## config.mk

```make
export PLATFORM = sky130hd
export DESIGN_NAME = reuse_distance_page_replacement
export DESIGN_NICKNAME = d
export VERILOG_FILES = /design/src/rtl/rdpr_pkg.sv /design/src/rtl/rdpr_ram.sv /design/src/rtl/rdpr_ctrl.sv /design/src/rtl/rdpr_dp.sv /design/src/rtl/reuse_distance_page_replacement.sv
export SDC_FILE = /design/constraint.sdc
export NUM_CORES = 2
export LEC_CHECK = 0
export BUFFER_PORTS_ARGS = -buffer_cell sky130_fd_sc_hd__buf_2
export CAP_MARGIN = 10
export CORE_MARGIN = 4
export CORE_UTILIZATION = 41
export CTS_BUF_LIST = sky130_fd_sc_hd__clkbuf_4 sky130_fd_sc_hd__clkbuf_8 sky130_fd_sc_hd__clkbuf_16
export DETAILED_ROUTE_END_ITERATION = 16
export HOLD_SLACK_MARGIN = 0.1
export PLACE_DENSITY = 0.54
export SLEW_MARGIN = 20
export SYNTH_ARGS = -nofsm -noshare
export SYNTH_HDL_FRONTEND = slang
export SYNTH_SLANG_ARGS = --single-unit
```

## constraint.sdc

```tcl
create_clock -name clk -period 5.65 [get_ports clk]
set_input_delay 1.695 -clock clk [delete_from_list [all_inputs] [get_ports clk]]
set_output_delay 1.695 -clock clk [all_outputs]
set_load 0.02 [all_outputs]
```

## src/rtl/rdpr_pkg.sv

```systemverilog
// Package for the reuse-distance page replacement block.
// Holds field widths, the controller state type and the command/status structs.
// No dependencies.
`timescale 1ns / 1ps

package rdpr_pkg;

  // Configuration register: pages_in_use
  localparam int unsigned CFG_W = 7;
  localparam logic [CFG_W-1:0] CFG_RESET = 7'd64;

  // Reuse distance field and its saturation point
  localparam int unsigned DIST_W = 6;
  localparam int unsigned DIST_MAX = 63;

  // Width of the evicted page identifier on the result channel
  localparam int unsigned OUT_PAGE_W = 32;

  typedef enum logic [2:0] {
    S_IDLE,
    S_SCAN,
    S_DECIDE,
    S_SHIFT_RD,
    S_SHIFT,
    S_PUSH,
    S_FINISH
  } state_t;

  // Controller to datapath
  typedef struct packed {
    logic accept;    // input transaction taken, clear per-item trackers
    logic scan;      // walk the stack looking for the page
    logic decide;    // latch hit/evict decision and result
    logic shift_rd;  // prime the first read of the gap-closing move
    logic shift;     // move one entry down per cycle
    logic push;      // write the accessed page on top
    logic out_load;  // copy the result into the output register
  } ctrl_cmd_t;

  // Datapath to controller
  typedef struct packed {
    logic scan_done;
    logic need_remove;
    logic shift_more;
  } dp_status_t;

endpackage

```

## src/rtl/rdpr_ram.sv

```systemverilog
// Generic single-write, single-read RAM with registered read data.
// No dependencies.
`timescale 1ns / 1ps

module rdpr_ram #(
  parameter int unsigned WIDTH = 38,
  parameter int unsigned DEPTH = 64
) (
  input  logic                     clk,
  input  logic                     we,
  input  logic [$clog2(DEPTH)-1:0] waddr,
  input  logic [WIDTH-1:0]         wdata,
  input  logic                     re,
  input  logic [$clog2(DEPTH)-1:0] raddr,
  output logic [WIDTH-1:0]         rdata
);

  logic [WIDTH-1:0] mem [DEPTH];

  // Write port
  always_ff @(posedge clk) begin
    if (we) begin
      mem[waddr] <= wdata;
    end
  end

  // Registered read port
  always_ff @(posedge clk) begin
    if (re) begin
      rdata <= mem[raddr];
    end
  end

endmodule

```

## src/rtl/rdpr_ctrl.sv

```systemverilog
// Controller state machine for the reuse-distance page replacement block.
// Depends on rdpr_pkg (state, command and status types).
`timescale 1ns / 1ps

module rdpr_ctrl (
  input  logic                 clk,
  input  logic                 rst_n,
  input  logic                 in_valid,
  output logic                 in_ready,
  output logic                 out_valid,
  input  logic                 out_ready,
  input  rdpr_pkg::dp_status_t status,
  output rdpr_pkg::ctrl_cmd_t  cmd
);

  import rdpr_pkg::*;

  state_t state_r, state_nxt;
  logic   out_valid_r;
  logic   out_free;

  assign out_free  = !out_valid_r || out_ready;
  assign in_ready  = (state_r == S_IDLE);
  assign out_valid = out_valid_r;

  // State register
  always_ff @(posedge clk) begin
    if (!rst_n) begin
      state_r <= S_IDLE;
    end else begin
      state_r <= state_nxt;
    end
  end

  // Output valid: set on load, cleared when the result transaction completes
  always_ff @(posedge clk) begin
    if (!rst_n) begin
      out_valid_r <= 1'b0;
    end else if (cmd.out_load) begin
      out_valid_r <= 1'b1;
    end else if (out_ready) begin
      out_valid_r <= 1'b0;
    end
  end

  // Next state and commands
  always_comb begin
    state_nxt = state_r;
    cmd       = '0;
    case (state_r)
      S_IDLE: begin
        if (in_valid) begin
          cmd.accept = 1'b1;
          state_nxt  = S_SCAN;
        end
      end
      S_SCAN: begin
        cmd.scan = 1'b1;
        if (status.scan_done) begin
          state_nxt = S_DECIDE;
        end
      end
      S_DECIDE: begin
        cmd.decide = 1'b1;
        state_nxt  = status.need_remove ? S_SHIFT_RD : S_PUSH;
      end
      S_SHIFT_RD: begin
        cmd.shift_rd = 1'b1;
        state_nxt    = status.shift_more ? S_SHIFT : S_PUSH;
      end
      S_SHIFT: begin
        cmd.shift = 1'b1;
        if (!status.shift_more) begin
          state_nxt = S_PUSH;
        end
      end
      S_PUSH: begin
        cmd.push  = 1'b1;
        state_nxt = S_FINISH;
      end
      S_FINISH: begin
        if (out_free) begin
          cmd.out_load = 1'b1;
          state_nxt    = S_IDLE;
        end
      end
      default: begin
        state_nxt = S_IDLE;
      end
    endcase
  end

endmodule

```

## src/rtl/rdpr_dp.sv

```systemverilog
// Datapath for the reuse-distance page replacement block: stack RAM, resident
// count, scan trackers, gap-closing move and result registers.
// Depends on rdpr_pkg and rdpr_ram.
`timescale 1ns / 1ps

module rdpr_dp #(
  parameter int unsigned CAPACITY     = 64,
  parameter int unsigned PAGE_ID_BITS = 32
) (
  input  logic                            clk,
  input  logic                            rst_n,
  input  rdpr_pkg::ctrl_cmd_t             cmd,
  output rdpr_pkg::dp_status_t            status,
  input  logic [PAGE_ID_BITS-1:0]         in_page_id,
  input  logic                            cfg_we,
  input  logic [rdpr_pkg::CFG_W-1:0]      cfg_pages_in_use,
  output logic                            out_hit,
  output logic [rdpr_pkg::DIST_W-1:0]     out_reuse_distance,
  output logic                            out_evicted,
  output logic [rdpr_pkg::OUT_PAGE_W-1:0] out_evicted_page
);

  import rdpr_pkg::*;

  localparam int unsigned IDX_W = $clog2(CAPACITY);
  localparam int unsigned CNT_W = $clog2(CAPACITY + 1);
  localparam int unsigned PW    = CNT_W + 1;
  localparam int unsigned CMP_W = (CNT_W > CFG_W) ? CNT_W : CFG_W;
  localparam int unsigned RAM_W = PAGE_ID_BITS + DIST_W;

  // Configuration and per-item state
  logic [CFG_W-1:0]        pages_in_use_r;
  logic [CNT_W-1:0]        count_r;
  logic [PAGE_ID_BITS-1:0] pid_r;
  logic [CNT_W-1:0]        ptr_r;
  logic                    chk_vld_r;
  logic [IDX_W-1:0]        chk_idx_r;
  logic                    hit_r;
  logic [IDX_W-1:0]        found_r;
  logic [DIST_W-1:0]       best_r;
  logic [IDX_W-1:0]        victim_r;
  logic [PAGE_ID_BITS-1:0] vic_page_r;
  logic                    remove_r;
  logic                    push_en_r;
  logic [IDX_W-1:0]        top_r;
  logic [DIST_W-1:0]       top_dist_r;

  // Pending result and output register
  logic                  res_hit_r;
  logic [DIST_W-1:0]     res_dist_r;
  logic                  res_evicted_r;
  logic [OUT_PAGE_W-1:0] res_evpage_r;
  logic                  out_hit_r;
  logic [DIST_W-1:0]     out_dist_r;
  logic                  out_evicted_r;
  logic [OUT_PAGE_W-1:0] out_evpage_r;

  // RAM port signals
  logic             ram_we;
  logic [IDX_W-1:0] ram_waddr;
  logic [RAM_W-1:0] ram_wdata;
  logic             ram_re;
  logic [IDX_W-1:0] ram_raddr;
  logic [RAM_W-1:0] ram_rdata;

  logic [PAGE_ID_BITS-1:0] rd_page;
  logic [DIST_W-1:0]       rd_dist;
  logic [PW-1:0]           ptr_ext;
  logic [PW-1:0]           count_ext;
  logic                    issue_ok;
  logic                    match;
  logic [CMP_W-1:0]        cfg_ext;
  logic [CMP_W-1:0]        limit;
  logic                    evict_cond;
  logic                    need_remove;
  logic [CMP_W-1:0]        gap;
  logic [DIST_W-1:0]       hit_dist;
  logic                    shift_more;
  logic [IDX_W-1:0]        rm_idx;
  logic [PAGE_ID_BITS+OUT_PAGE_W-1:0] vic_page_wide;

  rdpr_ram #(
    .WIDTH (RAM_W),
    .DEPTH (CAPACITY)
  ) u_stack_ram (
    .clk   (clk),
    .we    (ram_we),
    .waddr (ram_waddr),
    .wdata (ram_wdata),
    .re    (ram_re),
    .raddr (ram_raddr),
    .rdata (ram_rdata)
  );

  assign rd_page   = ram_rdata[RAM_W-1:DIST_W];
  assign rd_dist   = ram_rdata[DIST_W-1:0];
  assign ptr_ext   = PW'(ptr_r);
  assign count_ext = PW'(count_r);
  assign issue_ok  = ptr_ext < count_ext;
  assign match     = chk_vld_r && (rd_page == pid_r);

  // Frame limit: zero acts as one, above capacity acts as capacity
  assign cfg_ext = CMP_W'(pages_in_use_r);
  always_comb begin
    if (cfg_ext == '0) begin
      limit = CMP_W'(1);
    end else if (cfg_ext > CMP_W'(CAPACITY)) begin
      limit = CMP_W'(CAPACITY);
    end else begin
      limit = cfg_ext;
    end
  end

  assign evict_cond  = !hit_r && (CMP_W'(count_r) >= limit) && (count_r != '0);
  assign need_remove = hit_r || evict_cond;

  // Entries above the hit page, saturated to the field range
  assign gap      = CMP_W'(count_r - CNT_W'(found_r) - CNT_W'(1));
  assign hit_dist = (gap > CMP_W'(DIST_MAX)) ? DIST_W'(DIST_MAX) : DIST_W'(gap);
  assign rm_idx   = hit_r ? found_r : victim_r;

  assign vic_page_wide = {{OUT_PAGE_W{1'b0}}, vic_page_r};

  // Another move step needed: first read at ptr+1, then ptr+2 per step
  assign shift_more = cmd.shift_rd ? ((ptr_ext + PW'(1)) < count_ext)
                                   : ((ptr_ext + PW'(2)) < count_ext);

  assign status.scan_done   = match || (!issue_ok && !chk_vld_r);
  assign status.need_remove = need_remove;
  assign status.shift_more  = shift_more;

  // RAM address and data selection
  always_comb begin
    ram_re    = 1'b0;
    ram_raddr = '0;
    ram_we    = 1'b0;
    ram_waddr = '0;
    ram_wdata = '0;
    if (cmd.scan) begin
      ram_re    = issue_ok;
      ram_raddr = ptr_r[IDX_W-1:0];
    end
    if (cmd.shift_rd) begin
      ram_re    = shift_more;
      ram_raddr = IDX_W'(ptr_ext + PW'(1));
    end
    if (cmd.shift) begin
      ram_re    = shift_more;
      ram_raddr = IDX_W'(ptr_ext + PW'(2));
      ram_we    = 1'b1;
      ram_waddr = ptr_r[IDX_W-1:0];
      ram_wdata = ram_rdata;
    end
    if (cmd.push) begin
      ram_we    = push_en_r;
      ram_waddr = top_r;
      ram_wdata = {pid_r, top_dist_r};
    end
  end

  // Configuration register
  always_ff @(posedge clk) begin
    if (!rst_n) begin
      pages_in_use_r <= CFG_RESET;
    end else if (cfg_we) begin
      pages_in_use_r <= cfg_pages_in_use;
    end
  end

  // Resident count: grows only when a page is appended without removal
  always_ff @(posedge clk) begin
    if (!rst_n) begin
      count_r <= '0;
    end else if (cmd.push && push_en_r && !remove_r) begin
      count_r <= count_r + CNT_W'(1);
    end
  end

  // Scan, decision and move control state
  always_ff @(posedge clk) begin
    if (!rst_n) begin
      chk_vld_r <= 1'b0;
      hit_r     <= 1'b0;
      ptr_r     <= '0;
    end else if (cmd.accept) begin
      chk_vld_r <= 1'b0;
      hit_r     <= 1'b0;
      ptr_r     <= '0;
    end else if (cmd.scan) begin
      chk_vld_r <= issue_ok;
      if (issue_ok) begin
        ptr_r <= ptr_r + CNT_W'(1);
      end
      if (match) begin
        hit_r <= 1'b1;
      end
    end else if (cmd.decide) begin
      ptr_r <= CNT_W'(rm_idx);
    end else if (cmd.shift) begin
      ptr_r <= ptr_r + CNT_W'(1);
    end
  end

  // Per-item payload trackers
  always_ff @(posedge clk) begin
    if (cmd.accept) begin
      pid_r    <= in_page_id;
      best_r   <= '0;
      victim_r <= '0;
      found_r  <= '0;
    end
    if (cmd.scan) begin
      chk_idx_r <= ptr_r[IDX_W-1:0];
      if (match) begin
        found_r <= chk_idx_r;
      end
      // First entry with the largest distance; slot 0 seeds the search
      if (chk_vld_r && ((rd_dist > best_r) || (chk_idx_r == '0))) begin
        best_r     <= rd_dist;
        victim_r   <= chk_idx_r;
        vic_page_r <= rd_page;
      end
    end
    if (cmd.decide) begin
      remove_r      <= need_remove;
      push_en_r     <= need_remove || (count_ext < PW'(CAPACITY));
      top_r         <= need_remove ? IDX_W'(count_r - CNT_W'(1)) : IDX_W'(count_r);
      top_dist_r    <= hit_r ? hit_dist : '0;
      res_hit_r     <= hit_r;
      res_dist_r    <= hit_r ? hit_dist : '0;
      res_evicted_r <= evict_cond;
      res_evpage_r  <= evict_cond ? vic_page_wide[OUT_PAGE_W-1:0] : '0;
    end
  end

  // Output register
  always_ff @(posedge clk) begin
    if (cmd.out_load) begin
      out_hit_r     <= res_hit_r;
      out_dist_r    <= res_dist_r;
      out_evicted_r <= res_evicted_r;
      out_evpage_r  <= res_evpage_r;
    end
  end

  assign out_hit            = out_hit_r;
  assign out_reuse_distance = out_dist_r;
  assign out_evicted        = out_evicted_r;
  assign out_evicted_page   = out_evpage_r;

  // Checks
  a_count_cap: assert property (@(posedge clk) disable iff (!rst_n)
    count_ext <= PW'(CAPACITY))
    else $error("resident count above capacity");

  a_count_step: assert property (@(posedge clk) disable iff (!rst_n)
    $past(rst_n) |-> (count_r == $past(count_r)) ||
                     (count_r == $past(count_r) + CNT_W'(1)))
    else $error("resident count changed by other than zero or one");

  a_write_in_stack: assert property (@(posedge clk) disable iff (!rst_n)
    ram_we |-> (PW'(ram_waddr) <= count_ext))
    else $error("stack write above the resident entries");

  a_shift_below_top: assert property (@(posedge clk) disable iff (!rst_n)
    cmd.shift |-> ((ptr_ext + PW'(1)) < count_ext))
    else $error("entry move outside the resident range");

endmodule

```

## src/rtl/reuse_distance_page_replacement.sv

```systemverilog
// Reuse-distance page replacement: recency stack with max-distance victim.
// Top level; depends on rdpr_pkg, rdpr_ctrl, rdpr_dp (and rdpr_ram below it).
//
// Usage:
//   Input channel (in_valid/in_ready, in_page_id): one page access per
//   transaction. in_ready is high only while the block is idle.
//   Result channel (out_valid/out_ready): one result per access with hit,
//   reuse_distance, evicted and evicted_page (zero when nothing evicted).
//   Config channel (cfg_valid/cfg_ready, cfg_pages_in_use): frame limit,
//   always ready; write it only while no access is in flight.
//   Sequence: each access scans the N resident entries (a hit stops the
//   scan early), then closes the gap left by the hit or the victim, then
//   pushes the page and posts the result. The pace of each access is set
//   by the single read port of the stack RAM, which every scan and move
//   step goes through.
//   Reset: the stack is empty and the frame limit is 64; no clearing pass.
//   Stall: a result waits in the output register; the next access is taken
//   and processed, and it holds at its end until the output register frees.
`timescale 1ns / 1ps

module reuse_distance_page_replacement #(
  parameter int unsigned CAPACITY     = 64,
  parameter int unsigned PAGE_ID_BITS = 32
) (
  input  logic                            clk,
  input  logic                            rst_n,
  input  logic                            in_valid,
  output logic                            in_ready,
  input  logic [PAGE_ID_BITS-1:0]         in_page_id,
  output logic                            out_valid,
  input  logic                            out_ready,
  output logic                            out_hit,
  output logic [rdpr_pkg::DIST_W-1:0]     out_reuse_distance,
  output logic                            out_evicted,
  output logic [rdpr_pkg::OUT_PAGE_W-1:0] out_evicted_page,
  input  logic                            cfg_valid,
  output logic                            cfg_ready,
  input  logic [rdpr_pkg::CFG_W-1:0]      cfg_pages_in_use
);

  import rdpr_pkg::*;

  ctrl_cmd_t  cmd;
  dp_status_t status;

  assign cfg_ready = 1'b1;

  rdpr_ctrl u_ctrl (
    .clk       (clk),
    .rst_n     (rst_n),
    .in_valid  (in_valid),
    .in_ready  (in_ready),
    .out_valid (out_valid),
    .out_ready (out_ready),
    .status    (status),
    .cmd       (cmd)
  );

  rdpr_dp #(
    .CAPACITY     (CAPACITY),
    .PAGE_ID_BITS (PAGE_ID_BITS)
  ) u_dp (
    .clk                (clk),
    .rst_n              (rst_n),
    .cmd                (cmd),
    .status             (status),
    .in_page_id         (in_page_id),
    .cfg_we             (cfg_valid && cfg_ready),
    .cfg_pages_in_use   (cfg_pages_in_use),
    .out_hit            (out_hit),
    .out_reuse_distance (out_reuse_distance),
    .out_evicted        (out_evicted),
    .out_evicted_page   (out_evicted_page)
  );

endmodule
```

==> reports/qor.txt <==
Status - complete, no violations
Clk sinks - 2,673
Post-synth EDFFs - 2,628
I/O Pins - 87
Via/cell ratio - 6.50
Hold-fix buffers, CTS - 0
Cell taking the most area after synthesis - edfxtp_1
Critical path launch point type - register
Syn_nets - 8,623
Clock Path Buffers - 4
Final setup vio count - 0
Number of H-tree levels - 5
Tcrit/Tclk final - 84.6%
Buffers on Ports - 85
Critical path depth in cells - 11
Worst-path cell chain - ha_1 -> xor2_1 -> a22oi_1 -> nor2_1 -> a21oi_4 -> buf_4 -> buf_4 -> a21oi_1 -> nor3_1 -> o32a_1 -> nand4_1
Hold Crit Class - reg -> reg
Metal2 WL - 176,000 um
Async SR Flop Fraction - 0%
Max cap viols - 0
Avg Inst Size Synth - 13.2 um^2
Post-DP HPWL - 215,000 um
CTS tree - built
Max FO, Critical Path - 28
Final Hold Slack - 0.417 ns
Max incr delay on CP - 0.84 ns
Reg2reg end - u_dp.u_stack_ram.rdata[25]
Power per standard cell area - 353 nW/um^2
Width of the die - 533 um
Layout cells sized above 1 - 12.1%
Total power - 45.1 mW
Vias in the first global route - 76.2k
Unique masters post-synth - 76
Die Y - 533 um
Worst-path clk slew - 0.06 ns
Max Used Layer - met5
Cell depth of the worst flop-to-flop path - 11
Die ar. - 284,000 um^2
Slew Limit Fails - 0
CORE AREA - 274,000 um^2
RSZ-0062 raised after global routing - false
Standard-cell rows - 192
Layout net count - 8,575
Initial antenna violation count - 18
Worst vdd ir - 0.208 mV
Cells after Synth - 8,536
Total routed wirelength - 385,000 um
Warnings, synthesis - 0
DRC viols - 0
Worst setup path end - u_dp.u_stack_ram.rdata[25]
Grt total ovfl - 0
Reg2reg start - u_dp.ptr_r[2]
Peak Freq - 0.209 GHz
Post-synthesis sequential area ratio - 70.6%
Worst Skew - 0.0546 ns
Leak - 41.1 nW
# Post-CTS Setup Buffers - 0
Top post-synthesis cells by count - edfxtp_1 (2,628), o22ai_1 (1,712), nand2_1 (1,030), a21oi_1 (777), clkbuf_1 (349)
Main synth FF type - edfxtp_1
CP most frequent cell - buf_4
Seq cells post-synth - 2,673
Routed Antenna Nets - 0
Vias - 80.5k
Post-cts sizing count - 0
TritonCTS buffer count - 291
Worst Tran Pin Value - 1.12 ns
Crit path DAT - 5.35 ns
Clock Latency Late Sink - 0.87 ns
First DRT Iteration DRCs - 11.3k
Setup crit start - u_dp.ptr_r[2]
Worst Path Class, Setup - reg -> reg
Largest net degree at the start of global routing - 150
Top Family by Delay on Critical Path - compound AO/OA/AOI/OAI gates
Flop2flop setup slack - 0.87 ns
Slowest-stage cell, CP - a21oi_4
Area added between synthesis and finish - 13.1%
Fin crit period - 4.78 ns
Routed wl met3 - 36,600 um
Root buf cell - clkbuf_16
Final hold violation count - 0
Final TNS setup - 0 ns
Crit end category - register
Required @ worst endpoint - 6.22 ns
Fillers - 23.8k
Worst relative slew slack - 25.1%
Post-synth top area share - 69.8%
First-pass GRT wire length - 548,000 um
Initial Utilization - 41.2%
Most frequent cell after synthesis - edfxtp_1
Synth Cell Area - 113,000 um^2
Synth area leaders - edfxtp_1 (70%), o22ai_1 (9.5%), a21oi_1 (3.4%), nand2_1 (3.4%), a211oi_1 (1.3%)
RePlAce Congestion - 0.864
Crit path buf inv count - 2
Routed wire per std cell - 31.1 um
Total track usage - 25.9%
1st-pass router iterations - 8
Post-Route M1 WL - 155,000 um
[flip-flops by register name, summed over array words and instances (netlist names), 7 cells and up]
signal / count
u_dp.cfg_ext: 7
u_dp.count_r: 7
u_dp.out_evicted_page: 32
u_dp.pid_r: 32
u_dp.ptr_r: 7
u_dp.res_evpage_r: 32
u_dp.u_stack_ram.mem: 2432
u_dp.u_stack_ram.rdata: 38
u_dp.vic_page_r: 32
[kinds of logic after synthesis]
logic type      synth area share (%)
fa+ha+maj                      0.483
compound gates                  17.4
buf+inv                         3.03
mux                             1.36
other cells                  0.00332
flops                           70.6
xor+xnor                       0.526
simple gates                    6.54
[metal layers]
layer / track usage (%) / up-vias
met5: 0 / -
met1: 36.4 / 40960
met4: 10.7 / 8
li1: - / 34290
met3: 4.57 / 696
met2: 40.1 / 4554
[worst reg2reg max path, delay by kind of cell (launching register included)]
kind,cells,cell delay (ns)
AOI/OAI and AO/OA,4,1.64
buffers and inverters,2,1.05
DFF,1,0.71
and+or+nand+nor,3,0.49
adders and majority gates,1,0.48
xor gates and xnor gates,1,0.15
[worst min path at each step]
stage / from / end / slack (ns) / cells past startpoint
2_1_floorplan: u_dp.res_evicted_r / u_dp.out_evicted / 0.40 / 0
3_3_place_gp: u_dp.res_evpage_r[1] / u_dp.out_evicted_page[1] / 0.40 / 0
3_5_place_dp: u_dp.res_evpage_r[4] / u_dp.out_evicted_page[4] / 0.40 / 0
4_1_cts: u_dp.res_evpage_r[31] / u_dp.out_evicted_page[31] / 0.42 / 0
5_1_grt: u_dp.res_evpage_r[0] / u_dp.out_evicted_page[0] / 0.42 / 0
6_report: u_dp.res_evpage_r[31] / u_dp.out_evicted_page[31] / 0.42 / 0
[layout make-up]
| type | count | area (um^2) | area share (%) |
|---|---|---|---|
| repair buffers | 406 | 3590 | 2.81 |
| clock buffers | 365 | 7980 | 6.24 |
| flip-flops and latches | 2673 | 79800 | 62.4 |
| clock inverters | 142 | 1080 | 0.844 |
| well taps | 3686 | 4610 | 3.61 |
| multi-input cells | 5077 | 30600 | 23.9 |
| diodes | 4 | 10.0 | 0.00783 |
| inverters | 39 | 154 | 0.120 |
[cell usage in the layout, fill, tap and decap left out, types with 36 or more instances in the layout]
cell type  instances
inv_1             36
and3_1            49
xnor2_1           39
clkinv_2          48
a211oi_1         191
a31oi_1           47
nor2_4            68
nand3_1          246
clkbuf_16        298
o221ai_1          76
clkbuf_4          64
buf_4            261
mux2i_1           53
o21ai_0           81
a21oi_1          777
nor2_1            64
o22ai_1         1711
nor3_1           127
buf_2             85
buf_12            59
dfxtp_1           44
nand4_1           44
a311oi_1          53
edfxtp_1        2628
ha_1              42
clkinv_1          62
and2_1            42
mux4_2            43
nand2_1         1028
[through the flow]
step | worst slack, ns | cells | util [%] | cell area, um^2
floorplan | 0.740 | 8536 | - | 113000
global placement | 1.02 | 11879 | 43.3 | 119000
detailed placement | 0.979 | 11881 | 43.3 | 119000
CTS | 0.932 | 12388 | 46.6 | 128000
global route | 0.769 | 12390 | 46.6 | 128000
finish | 0.873 | 12392 | 46.6 | 128000
[where the power goes]
part           switching, mW  internal (mW)
registers              0.159           21.9
clock network           7.76           10.6
logic                   3.26           1.36
total                   11.2           33.9
No activity file was read; power rests on OpenSTA's default activity.
